File: src/design/lppfp_pkg.sv
// Package for the length-prefixed point frame parser.
// Holds the channel payload types, the result kinds, the parser phase codes
// and the fixed framing constants. Depends on nothing.
package lppfp_pkg;

    // Framing constants
    localparam int unsigned WORD_BYTES  = 4;
    localparam int unsigned POINT_BYTES = 8;
    localparam logic [7:0]  TERMINATOR  = 8'h00;
    localparam logic [1:0]  HDR_LAST    = 2'(WORD_BYTES - 1);
    localparam logic [2:0]  PT_LAST     = 3'(POINT_BYTES - 1);

    // Kind of a result transaction
    typedef enum logic [1:0] {
        KIND_ID    = 2'd0,
        KIND_POINT = 2'd1,
        KIND_END   = 2'd2,
        KIND_ERROR = 2'd3
    } kind_t;

    // Parser phase, one-hot
    typedef enum logic [2:0] {
        PH_HEADER = 3'b001,
        PH_IDENT  = 3'b010,
        PH_POINTS = 3'b100
    } phase_t;

    // Payload of an input transaction
    typedef struct packed {
        logic [7:0] stream_byte;
    } in_item_t;

    // Payload of a result transaction
    typedef struct packed {
        kind_t              kind;
        logic [7:0]         id_char;
        logic signed [31:0] point_x;
        logic signed [31:0] point_y;
        logic               frame_last;
    } result_t;

    // Hand-over control from the step logic to the two stage registers
    typedef struct packed {
        logic advance;
        logic load;
    } step_ctrl_t;

endpackage

File: src/design/lppfp_chan_if.sv
// Valid/ready channel interface used for both ports of the parser.
// The payload type is a parameter; the types come from lppfp_pkg.
interface lppfp_chan_if #(
    parameter type payload_t = logic [7:0]
) ();
    logic     valid;
    logic     ready;
    payload_t data;

    modport source (output valid, output data, input ready);
    modport sink   (input valid, input data, output ready);
endinterface

File: src/design/lppfp_in_stage.sv
// Input register of the parser: holds one accepted stream byte until the
// step logic consumes it. Depends on lppfp_pkg.
module lppfp_in_stage
    import lppfp_pkg::*;
(
    input  logic       clk,
    input  logic       rst_n,
    input  logic       in_valid,
    input  in_item_t   in_data,
    output logic       in_ready,
    input  step_ctrl_t ctrl,
    output logic       item_valid,
    output logic [7:0] item_byte
);

    logic       valid_reg;
    logic       valid_next;
    logic [7:0] byte_reg;

    // The register frees up in the same cycle that its byte moves on.
    assign in_ready = !valid_reg || ctrl.advance;

    always_comb
    begin
        valid_next = valid_reg;
        if (in_valid && in_ready)
        begin
            valid_next = 1'b1;
        end
        else if (ctrl.advance)
        begin
            valid_next = 1'b0;
        end
    end

    // Control flag under reset.
    always_ff @(posedge clk or negedge rst_n)
    begin
        if (!rst_n)
        begin
            valid_reg <= 1'b0;
        end
        else
        begin
            valid_reg <= valid_next;
        end
    end

    // Payload capture needs no reset.
    always_ff @(posedge clk)
    begin
        if (in_valid && in_ready)
        begin
            byte_reg <= in_data.stream_byte;
        end
    end

    assign item_valid = valid_reg;
    assign item_byte  = byte_reg;

endmodule

File: src/design/lppfp_step.sv
// Frame state and single-pass decode of one stream byte per cycle, while the output can take any result.
// Holds phase, length countdown and assembly shift register.
// Depends on lppfp_pkg.
module lppfp_step
    import lppfp_pkg::*;
(
    input  logic       clk,
    input  logic       rst_n,
    input  logic       item_valid,
    input  logic [7:0] item_byte,
    input  logic       out_free,
    output step_ctrl_t ctrl,
    output result_t    res
);

    phase_t      phase_reg;
    phase_t      phase_next;
    logic [31:0] bytes_left_reg;
    logic [31:0] bytes_left_next;
    logic [1:0]  header_count_reg;
    logic [1:0]  header_count_next;
    logic [63:0] assembly_reg;
    logic [63:0] assembly_next;
    logic [2:0]  point_count_reg;
    logic [2:0]  point_count_next;

    logic        has_result;
    logic [31:0] left_dec;
    logic        left_zero;
    logic [63:0] point_shift;
    logic [31:0] header_word;

    // Shared arithmetic on the current byte.
    assign left_dec    = bytes_left_reg - 32'd1;
    assign left_zero   = (left_dec == 32'd0);
    assign point_shift = {assembly_reg[55:0], item_byte};
    assign header_word = {assembly_reg[23:0], item_byte};

    // Next state and result for the byte in the input register.
    always_comb
    begin
        phase_next        = phase_reg;
        bytes_left_next   = bytes_left_reg;
        header_count_next = header_count_reg;
        assembly_next     = assembly_reg;
        point_count_next  = point_count_reg;
        has_result        = 1'b0;
        res.kind          = KIND_ID;
        res.id_char       = 8'h00;
        res.point_x       = '0;
        res.point_y       = '0;
        res.frame_last    = 1'b0;

        case (phase_reg)
            PH_IDENT:
            begin
                bytes_left_next = left_dec;
                if (item_byte != TERMINATOR)
                begin
                    has_result = 1'b1;
                    if (left_zero)
                    begin
                        // Identifier ran to the frame end with no terminator.
                        res.kind       = KIND_ERROR;
                        res.frame_last = 1'b1;
                    end
                    else
                    begin
                        res.kind    = KIND_ID;
                        res.id_char = item_byte;
                    end
                end
                else if (left_zero)
                begin
                    has_result     = 1'b1;
                    res.kind       = KIND_END;
                    res.frame_last = 1'b1;
                end
                else
                begin
                    phase_next       = PH_POINTS;
                    assembly_next    = '0;
                    point_count_next = '0;
                end
            end

            PH_POINTS:
            begin
                bytes_left_next = left_dec;
                assembly_next   = point_shift;
                if (point_count_reg == PT_LAST)
                begin
                    has_result       = 1'b1;
                    res.kind         = KIND_POINT;
                    res.point_x      = signed'(point_shift[63:32]);
                    res.point_y      = signed'(point_shift[31:0]);
                    res.frame_last   = left_zero;
                    point_count_next = '0;
                    assembly_next    = '0;
                end
                else
                begin
                    point_count_next = point_count_reg + 3'd1;
                    if (left_zero)
                    begin
                        // Partial point at the frame end is dropped.
                        has_result     = 1'b1;
                        res.kind       = KIND_END;
                        res.frame_last = 1'b1;
                    end
                end
            end

            default:
            begin
                // Header, and any code outside the one-hot set.
                phase_next    = PH_HEADER;
                assembly_next = {32'h0, header_word};
                if (header_count_reg == HDR_LAST)
                begin
                    header_count_next = '0;
                    assembly_next     = '0;
                    if ((header_word == 32'd0) || header_word[31])
                    begin
                        has_result     = 1'b1;
                        res.kind       = KIND_ERROR;
                        res.frame_last = 1'b1;
                    end
                    else
                    begin
                        bytes_left_next  = header_word;
                        phase_next       = PH_IDENT;
                        point_count_next = '0;
                    end
                end
                else
                begin
                    header_count_next = header_count_reg + 2'd1;
                end
            end
        endcase

        // Every closing result sends the parser back to the header.
        if (has_result && res.frame_last)
        begin
            phase_next        = PH_HEADER;
            bytes_left_next   = '0;
            header_count_next = '0;
            assembly_next     = '0;
            point_count_next  = '0;
        end
    end

    // A byte moves on unless it makes a result that the output cannot take.
    assign ctrl.advance = item_valid && (!has_result || out_free);
    assign ctrl.load    = item_valid && has_result && out_free;

    // State registers, updated only as a byte is consumed.
    always_ff @(posedge clk or negedge rst_n)
    begin
        if (!rst_n)
        begin
            phase_reg        <= PH_HEADER;
            bytes_left_reg   <= '0;
            header_count_reg <= '0;
            assembly_reg     <= '0;
            point_count_reg  <= '0;
        end
        else if (ctrl.advance)
        begin
            phase_reg        <= phase_next;
            bytes_left_reg   <= bytes_left_next;
            header_count_reg <= header_count_next;
            assembly_reg     <= assembly_next;
            point_count_reg  <= point_count_next;
        end
    end

`ifndef NO_ASSERTIONS
    // The phase register stays one-hot.
    assert property (@(posedge clk) disable iff (!rst_n) $onehot(phase_reg))
        else $error("parser phase is not one-hot");

    // A closing result always returns the parser to the header phase.
    assert property (@(posedge clk) disable iff (!rst_n)
        (ctrl.load && res.frame_last) |=> (phase_reg == PH_HEADER))
        else $error("frame closed but parser did not return to header");

    // Header byte count is only ever non-zero while taking a header.
    assert property (@(posedge clk) disable iff (!rst_n)
        (header_count_reg != 2'd0) |-> (phase_reg == PH_HEADER))
        else $error("header count set outside the header phase");

    // Nothing advances without a byte present.
    assert property (@(posedge clk) disable iff (!rst_n)
        ctrl.advance |-> item_valid)
        else $error("step advanced with an empty input register");
`endif

endmodule

File: src/design/lppfp_out_stage.sv
// Output register of the parser: holds one result transaction until the
// receiver takes it. Depends on lppfp_pkg.
module lppfp_out_stage
    import lppfp_pkg::*;
(
    input  logic       clk,
    input  logic       rst_n,
    input  step_ctrl_t ctrl,
    input  result_t    res,
    output logic       out_free,
    output logic       out_valid,
    output result_t    out_data,
    input  logic       out_ready
);

    logic    valid_reg;
    logic    valid_next;
    result_t data_reg;

    // The register can be reloaded in the cycle that its result is taken.
    assign out_free = !valid_reg || out_ready;

    always_comb
    begin
        valid_next = valid_reg;
        if (ctrl.load)
        begin
            valid_next = 1'b1;
        end
        else if (out_ready)
        begin
            valid_next = 1'b0;
        end
    end

    // Control flag under reset.
    always_ff @(posedge clk or negedge rst_n)
    begin
        if (!rst_n)
        begin
            valid_reg <= 1'b0;
        end
        else
        begin
            valid_reg <= valid_next;
        end
    end

    // Result payload needs no reset.
    always_ff @(posedge clk)
    begin
        if (ctrl.load)
        begin
            data_reg <= res;
        end
    end

    assign out_valid = valid_reg;
    assign out_data  = data_reg;

endmodule

File: src/design/length_prefixed_point_frame_parser.sv
// Length-prefixed point frame parser, top level.
// Uses lppfp_pkg, lppfp_chan_if, lppfp_in_stage, lppfp_step, lppfp_out_stage.
//
// Usage:
//   stream : sink channel, one received byte per transaction.
//   result : source channel, at most one result transaction per byte:
//            identifier byte, assembled x,y point, frame end, or framing
//            error; frame_last marks the result that closes a frame.
// Each frame is a 4-byte big-endian length, a zero-terminated identifier
// and big-endian 32-bit x,y pairs. A non-positive length, or an identifier
// without terminator, gives an error result and the next byte starts a
// new header.
// Throughput: one byte per cycle while results are taken, set by the
// single-pass step logic between the input register and the result register.
// Path: a byte is accepted into the input register, decoded, and its result
// is loaded into the result register once that register is free.
// Reset: both registers empty, the parser expects a header.
// Stall: while the receiver holds ready low, one result waits in the result
// register and one more byte waits in the input register; further bytes
// are refused until the result is taken. Bytes giving no result still flow.
module length_prefixed_point_frame_parser
    import lppfp_pkg::*;
(
    input  logic         clk,
    input  logic         rst_n,
    lppfp_chan_if.sink   stream,
    lppfp_chan_if.source result
);

    logic       item_valid;
    logic [7:0] item_byte;
    logic       out_free;
    step_ctrl_t ctrl;
    result_t    res;
    in_item_t   in_data;
    result_t    out_data;
    logic       in_ready;
    logic       out_valid;

    assign in_data = stream.data;

    // Input register
    lppfp_in_stage u_in_stage (
        .clk        (clk),
        .rst_n      (rst_n),
        .in_valid   (stream.valid),
        .in_data    (in_data),
        .in_ready   (in_ready),
        .ctrl       (ctrl),
        .item_valid (item_valid),
        .item_byte  (item_byte)
    );

    assign stream.ready = in_ready;

    // Frame state and decode
    lppfp_step u_step (
        .clk        (clk),
        .rst_n      (rst_n),
        .item_valid (item_valid),
        .item_byte  (item_byte),
        .out_free   (out_free),
        .ctrl       (ctrl),
        .res        (res)
    );

    // Result register
    lppfp_out_stage u_out_stage (
        .clk       (clk),
        .rst_n     (rst_n),
        .ctrl      (ctrl),
        .res       (res),
        .out_free  (out_free),
        .out_valid (out_valid),
        .out_data  (out_data),
        .out_ready (result.ready)
    );

    assign result.valid = out_valid;
    assign result.data  = out_data;

endmodule
File: src/flat_wrapper.sv
// flat-port wrapper written by rule: the top's interface ports become plain ports
module length_prefixed_point_frame_parser_flat import lppfp_pkg::*;
  (clk, rst_n, stream_valid, stream_data, stream_ready, result_valid, result_data, result_ready);
  lppfp_chan_if stream_i ();
  lppfp_chan_if result_i ();
  input  logic clk;
  input  logic rst_n;
  input wire logic [$bits(stream_i.valid)-1:0] stream_valid;
  input wire logic [$bits(stream_i.data)-1:0] stream_data;
  output wire logic [$bits(stream_i.ready)-1:0] stream_ready;
  output wire logic [$bits(result_i.valid)-1:0] result_valid;
  output wire logic [$bits(result_i.data)-1:0] result_data;
  input wire logic [$bits(result_i.ready)-1:0] result_ready;
  assign stream_i.valid = stream_valid;
  assign stream_i.data = stream_data;
  assign stream_ready = stream_i.ready;
  assign result_valid = result_i.valid;
  assign result_data = result_i.data;
  assign result_i.ready = result_ready;
  length_prefixed_point_frame_parser u_core (.clk(clk), .rst_n(rst_n), .stream(stream_i), .result(result_i));
endmodule
File: config.mk
export PLATFORM = sky130hd
export DESIGN_NAME = length_prefixed_point_frame_parser_flat
export DESIGN_NICKNAME = d
export VERILOG_FILES = /design/src/design/lppfp_pkg.sv /design/src/design/lppfp_chan_if.sv /design/src/design/lppfp_in_stage.sv /design/src/design/lppfp_step.sv /design/src/design/lppfp_out_stage.sv /design/src/design/length_prefixed_point_frame_parser.sv /design/src/flat_wrapper.sv
export SDC_FILE = /design/constraint.sdc
export NUM_CORES = 1
export LEC_CHECK = 0
export BUFFER_PORTS_ARGS = -buffer_cell sky130_fd_sc_hd__buf_2
export CORE_MARGIN = 3
export CORE_UTILIZATION = 42
export DETAILED_ROUTE_END_ITERATION = 6
export GPL_TIMING_DRIVEN = 0
export SYNTH_ARGS = -nofsm -noshare
export SYNTH_HDL_FRONTEND = slang
export SYNTH_SLANG_ARGS = --single-unit
File: constraint.sdc
create_clock -name clk -period 4.37 [get_ports clk]
set_clock_uncertainty 0.1 [all_clocks]
set_input_delay 0.874 -clock clk [delete_from_list [all_inputs] [get_ports clk]]
set_output_delay 0.874 -clock clk [all_outputs]
set_load 0.01 [all_outputs]
==> impl_metrics.py, run 1 <==
metrics = {
    "status": {
        "status": "finished clean",
    },
    "place": {
        "dp_hpwl_mm": 10.57,
        "post_dp_cell_area_sq_um": 5132,
        "place_congestion": 0.9644,
        "numPortBuffers": 21,
    },
    "synthesis": {
        "synth_nets": 569,
        "ys_warn_count": 0,
        "synth_edf_count": 16,
        "avgSynthCellArea_sq_um": 8.786,
        "syn_area_sq_um": 4850,
        "yosysSeqAreaShare_pct": 43.99,
        "synth_cells": 552,
        "synthDistinctLibCells": 63,
        "synth_ff_type": "dfrtp_1",
        "ys_seq_elements": 82,
        "ys_async_sr_fraction_pct": 80.49,
    },
    "floorplan": {
        "core.rowCount": 38,
        "die_w_um": 113.5,
        "die-area_sq_um": 12870,
        "die_y_um": 113.5,
        "core-area_sq_um": 11080,
        "ios": 22,
        "initial_core_util_pct": 43.78,
    },
    "setup_path": {
        "reg2reg_from": "u_core.u_step.bytes_left_reg[22]",
        "setup.worst_path.end": "stream_ready",
        "worstPathArrival_ns": 3.37,
        "worstSetupStartpoint": "u_core.u_step.bytes_left_reg[22]",
        "ff2ff_path_depth": 12,
        "cp-start-kind": "flop",
        "r2r_slack_ns": 0.35,
        "worstPathRequired_ns": 3.40,
        "r2r-end": "u_core.u_step.bytes_left_reg[8]",
        "critPathKind": "flop to primary output",
        "critPathCaptureType": "primary output",
        "path_max_fanout": 6,
    },
    "clocking": {
        "tritoncts": "built",
        "cts-root-buf": "clkbuf_16",
        "clk_pin_slew_ns": 0.06,
        "htree_num_levels": 3,
        "cts.sinks": 82,
        "cts_buffers": 9,
        "insertion_delay_ns": 0.36,
        "clk_path_buf_depth": 2,
    },
    "cells_and_area": {
        "final_nets": 610,
        "stdcell_area_sq_um": 5833,
        "diodes": 0,
        "drive_gt1_share_pct": 20.07,
        "area_delta_synth_final_pct": 20.28,
        "largest_register_ffs": 32,
    },
    "detailed_routing": {
        "routed-wl-met3_mm": 1.150,
        "firstDrtPassIters": 5,
        "highest_layer": "met4",
        "route.met2.wl_mm": 6.956,
        "vias": 4501,
        "drt-total-wl_mm": 15.43,
        "ant_nets": 0,
        "avgRoutedWirePerCell_um": 20.91,
        "viasPerCell": 6.099,
        "drc": 0,
        "wl_met1_mm": 6.864,
        "drtIter0Drc": 368,
    },
    "global_routing": {
        "grt_pass1_wl_mm": 24.74,
        "grt_pass1_vias": 4396,
        "grt_use_total_pct": 24.84,
        "antenna_found_initial": 0,
        "grt-ovfl-total": 0,
        "grt_max_degree": 67,
    },
    "sta": {
        "rsz0062_at_grt": "true",
        "period_share_pct": 99.35,
        "final_hold_viol_count": 0,
        "finalMaxSlewViolations": 0,
        "finalSetupTns_ns": 0,
        "worst_pin_slew_ns": 0.8852,
        "layout_min_cycle_time_ns": 4.342,
        "finalSetupViolations": 0,
        "fmax_ghz": 0.2303,
        "max-slew-margin-rel_pct": 40.99,
    },
    "power_and_ir_drop": {
        "p_per_area_nw_per_um2": 633.8,
        "cellLeakagePower_nw": 2.426,
        "ir_drop_v": 0.0003909,
    },
    "hold_path": {
        "hold_path.class": "flop to flop",
        "hp-start": "u_core.u_step.point_count_reg[1]",
    },
    "job": {
        "maxCapViolations": 0,
    },
}
## how the worst min path moves through the flow
stage,to,cells after the start,slack [ns]
2_1_floorplan,u_core.u_step.bytes_left_reg[31],1,0.35
3_5_place_dp,u_core.u_step.point_count_reg[1],1,0.37
3_3_place_gp,u_core.u_step.point_count_reg[1],1,0.37
5_1_grt,u_core.u_step.point_count_reg[2],1,0.42
4_1_cts,u_core.u_step.point_count_reg[1],1,0.39
6_report,u_core.u_step.point_count_reg[1],1,0.39
## area by class of cell
| class | count | area [sq um] |
|---|---|---|
| Sequential cell | 82 | 2138 |
| Multi-Input combinational cell | 403 | 2661 |
| Inverter | 33 | 123.9 |
| Timing Repair Buffer | 36 | 226.5 |
| Clock inverter | 7 | 101.3 |
| Buffer | 28 | 181.4 |
| Tap cell | 140 | 175.2 |
| Fill cell | 1021 | 5245 |
| Clock buffer | 9 | 225.2 |
## stage by stage
stage	power (mW)	util [%]	std cells	setup slack [ns]	hold WS [ns]
final	3.697	52.65	738	0.02838	0.3867
after global routing	3.915	52.65	738	-0.06214	0.4230
after CTS	3.548	51.36	735	0.002269	0.3877
after detailed placement	2.533	46.33	713	-0.8144	0.3732
after global placement	2.507	46.31	713	-0.7617	0.3687
after floorplan	2.123	-	552	0.3885	0.3517
## cell usage in the layout, fill, tap and decap left out, types with 5 or more instances in the layout
cell / count
nor4_4: 6
dfrtp_1: 61
nor3_1: 19
inv_1: 31
clkbuf_1: 13
a21oi_1: 38
or4_4: 5
o21ai_1: 5
and2_1: 8
nand3_1: 12
nand2b_1: 6
buf_4: 17
nor4_1: 14
buf_2: 25
mux2i_1: 26
nand4_1: 8
edfxtp_1: 16
o21ai_0: 61
nand2_1: 41
or3_1: 9
nor2_1: 57
clkbuf_16: 9
and3_1: 5
## worst max-delay path: stages (launching register included)
cell	delay (ns)
dfrtp_2	0.42
or4_4	0.53
buf_6	0.15
or4b_4	0.48
or4_4	0.51
o21ai_4	0.09
o311ai_4	0.16
o21ai_4	0.18
buf_6	0.12
nand2b_4	0.11
nand3_2	0.09
buf_6	0.16
## Yosys cell counts (all sizes together), types with 5 or more instances
cell type	count	share of area [%]
o21ai	69	7.4
dfrtp	65	34
nor2	59	4.7
nand2	41	3.2
a21oi	38	3.9
inv	33	2.6
mux2i	26	5.4
clkbuf	25	2.0
nor3	24	2.6
nor4	21	3.3
edfxtp	16	9.9
nand3	13	1.3
or3	10	1.3
buf	9	1.8
nand2b	9	1.2
and2	8	1.0
nand4	8	1.0
or4	7	1.2
and3	6	0.88
o31ai	6	1.0
ha	5	1.3
nor2b	5	0.64
## what timing repair did
action	in CTS	in global routing
hold buffers	0	0
endpoints found under the setup margin	71	21
endpoints found under the hold margin	0	0
buffers inserted	8	7
gates cloned	0	0
pin swaps	3	9
resized for setup	36	27
## power by group
group	switching (mW)	leakage, nW	internal [mW]	total, mW
clock network	0.337	0.158	0.506	0.843
logic	0.812	1.29	0.593	1.41
registers	0.412	0.976	1.04	1.45
total	1.56	2.43	2.14	3.70
## routing by layer
layer	global-route usage [%]	up-vias
li1	-	2080
met1	34.88	2210
met2	38.35	181
met3	5.782	30
met4	7.692	0
met5	0	-
## cell families (layout without fill, tap and decap cells)
kind of cell / count (synthesis) / count (layout) / share of synthesized area, %
simple gates: 227 / 227 / 25.03
buf+inv: 67 / 113 / 6.295
fa+ha+maj: 5 / 5 / 1.290
flops: 82 / 82 / 43.99
xor+xnor: 1 / 1 / 0.1806
compound gates: 142 / 142 / 17.39
mux: 28 / 28 / 5.831
Note: power is estimated with default switching activity, not from simulation.
==> run 2: changes to the inputs <==
Settings changed: PLACE_DENSITY set to 0.56.
==> run 2 against run 1 <==
Compared with the run above:
- wire length unchanged
- critical path depth stayed put
- register-to-register slack improved by 0.02 ns
- fmax up 0.68%
- final area is 0.21% lower
- first-iteration DRC count grew 28%
- sequential share of layout area hardly changed
- clock power shrank 4.2%
- largest power group unchanged
- highest routed layer is now met5
==> impl_metrics.py, run 2 (synthesis results as in run 1) <==
metrics = {
    "place": {
        "dp_slack_ns": -0.7119,
        "dp_hpwl_mm": 10.66,
        "numPortBuffers": 21,
        "place_congestion": 0.9753,
        "placedCellCount": 713,
    },
    "sta": {
        "worst_pin_slew_ns": 0.8526,
        "holdWs_ns": 0.3823,
        "layout_min_cycle_time_ns": 4.312,
        "rsz0062_at_grt": "true",
        "finalMaxSlewViolations": 0,
        "setup_slack_ns": 0.05779,
        "period_share_pct": 98.68,
        "max-slew-margin-rel_pct": 43.16,
        "final_hold_viol_count": 0,
        "fmax_ghz": 0.2319,
        "finalSetupViolations": 0,
    },
    "detailed_routing": {
        "drtIter0Drc": 471,
        "avgRoutedWirePerCell_um": 20.94,
        "firstDrtPassIters": 5,
        "drt-total-wl_mm": 15.43,
        "drc": 0,
        "ant_nets": 0,
        "vias": 4502,
        "viasPerCell": 6.109,
    },
    "setup_path": {
        "worstPathRequired_ns": 3.40,
        "path_max_fanout": 6,
        "critPathCaptureType": "primary output",
        "r2r_slack_ns": 0.37,
        "cp-start-kind": "flop",
        "worstPathArrival_ns": 3.34,
        "critPathKind": "flop to primary output",
    },
    "power_and_ir_drop": {
        "p_per_area_nw_per_um2": 633.4,
        "cellLeakagePower_nw": 2.417,
        "total_power_mw": 3.687,
        "ir_drop_v": 0.0003118,
    },
    "floorplan": {
        "core-area_sq_um": 11080,
        "initial_core_util_pct": 43.78,
        "die_w_um": 113.5,
        "ios": 22,
        "die-area_sq_um": 12870,
        "core.rowCount": 38,
        "die_y_um": 113.5,
    },
    "cells_and_area": {
        "n_fill_cell": 1024,
        "layout_common_cells": "dfrtp_1 (63), o21ai_0 (61), nor2_1 (57), nand2_1 (41), a21oi_1 (38)",
        "largest_register_ffs": 32,
        "final_nets": 609,
        "utilization_pct": 52.54,
        "diodes": 0,
        "area_delta_synth_final_pct": 20.02,
        "drive_gt1_share_pct": 18.93,
        "finalNonFillerCells": 737,
        "layout_commonest_cell": "dfrtp_1",
    },
    "clocking": {
        "clk_path_buf_depth": 2,
        "cts.sinks": 82,
        "cts.hold.buffers_added": 0,
        "cts-root-buf": "clkbuf_16",
        "htree_num_levels": 3,
        "tritoncts": "built",
        "cts_buffers": 9,
        "clk_pin_slew_ns": 0.07,
        "insertion_delay_ns": 0.34,
    },
    "job": {
        "maxCapViolations": 0,
    },
    "global_routing": {
        "antenna_found_initial": 1,
        "grt_pass1_vias": 4443,
        "grt_pass1_wl_mm": 24.61,
        "grt_max_degree": 67,
        "grt_use_total_pct": 24.68,
        "grt-ovfl-total": 0,
    },
    "status": {
        "status": "finished clean",
    },
    "hold_path": {
        "hold_path.class": "flop to flop",
    },
}
-- run 2: cell count changes in the layout (fill, tap and decap cells not counted), sizes merged --
cell	change
inv	-2
clkinv	+2
clkbuf	+4
buf	-4
clkinvlp	-1
-- run 2: final timing paths --
path                                             startpoint                                to  cells past startpoint
setup / recovery           u_core.u_step.bytes_left_reg[22]                      stream_ready                     11
hold / removal             u_core.u_step.point_count_reg[1]  u_core.u_step.point_count_reg[1]                      1
setup reg to reg            u_core.u_step.bytes_left_reg[0]  u_core.u_step.bytes_left_reg[29]                     15
hold reg to reg            u_core.u_step.point_count_reg[1]  u_core.u_step.point_count_reg[1]                      1
max in group asynchronous                             rst_n   u_core.u_step.bytes_left_reg[2]                      1
min in group asynchronous                             rst_n  u_core.u_step.bytes_left_reg[20]                      1
-- run 2: metrics by stage --
step / setup TNS, ns / cell area (sq um)
finish: 0 / 5821
global route: -0.04230 / 5821
CTS: 0 / 5710
detailed placement: -14.26 / 5132
global placement: -13.43 / 5130
floorplan: 0 / 4850
-- run 2: per-layer routing --
layer	GRT usage [%]	share of wire [%]	wire, um	up-vias
li1	-	-	-	2086
met1	33.97	44	6756	2180
met2	37.72	45	6972	197
met3	6.950	8.2	1267	37
met4	8.173	2.7	422	2
met5	0	0.078	12	-
-- run 2: repair_timing --
action	CTS	global route
pin swaps	5	5
resized for setup	38	28
setup buffers	11	1
endpoints found under the setup margin	68	21
-- run 2: layout make-up --
cell class	count	area, sq um	area share (%)
Buffer	30	190.2	3.267
Clock buffer	10	229.0	3.934
Sequential cell	82	2136	36.69
Multi-Input combinational cell	403	2681	46.07
Clock inverter	6	81.33	1.397
Inverter	33	123.9	2.128
Tap cell	140	175.2	3.009
Timing Repair Buffer	33	203.9	3.504
-- run 2: worst max-delay path, cell delays in order, from the launching register on --
cell and delay, ns:
dfrtp_2 0.41, or4_4 0.53, buf_6 0.15, or4b_4 0.49
or4_4 0.51, o21ai_4 0.09, o311ai_4 0.16, o21ai_4 0.18
buf_6 0.11, nand2b_4 0.12, nand3_4 0.09, buf_6 0.15
-- run 2: power by group --
group / total (mW) / internal, mW / switching (mW)
Clock: 0.808 / 0.497 / 0.311
Sequential: 1.45 / 1.03 / 0.416
Combinational: 1.43 / 0.601 / 0.827
Total: 3.69 / 2.13 / 1.55
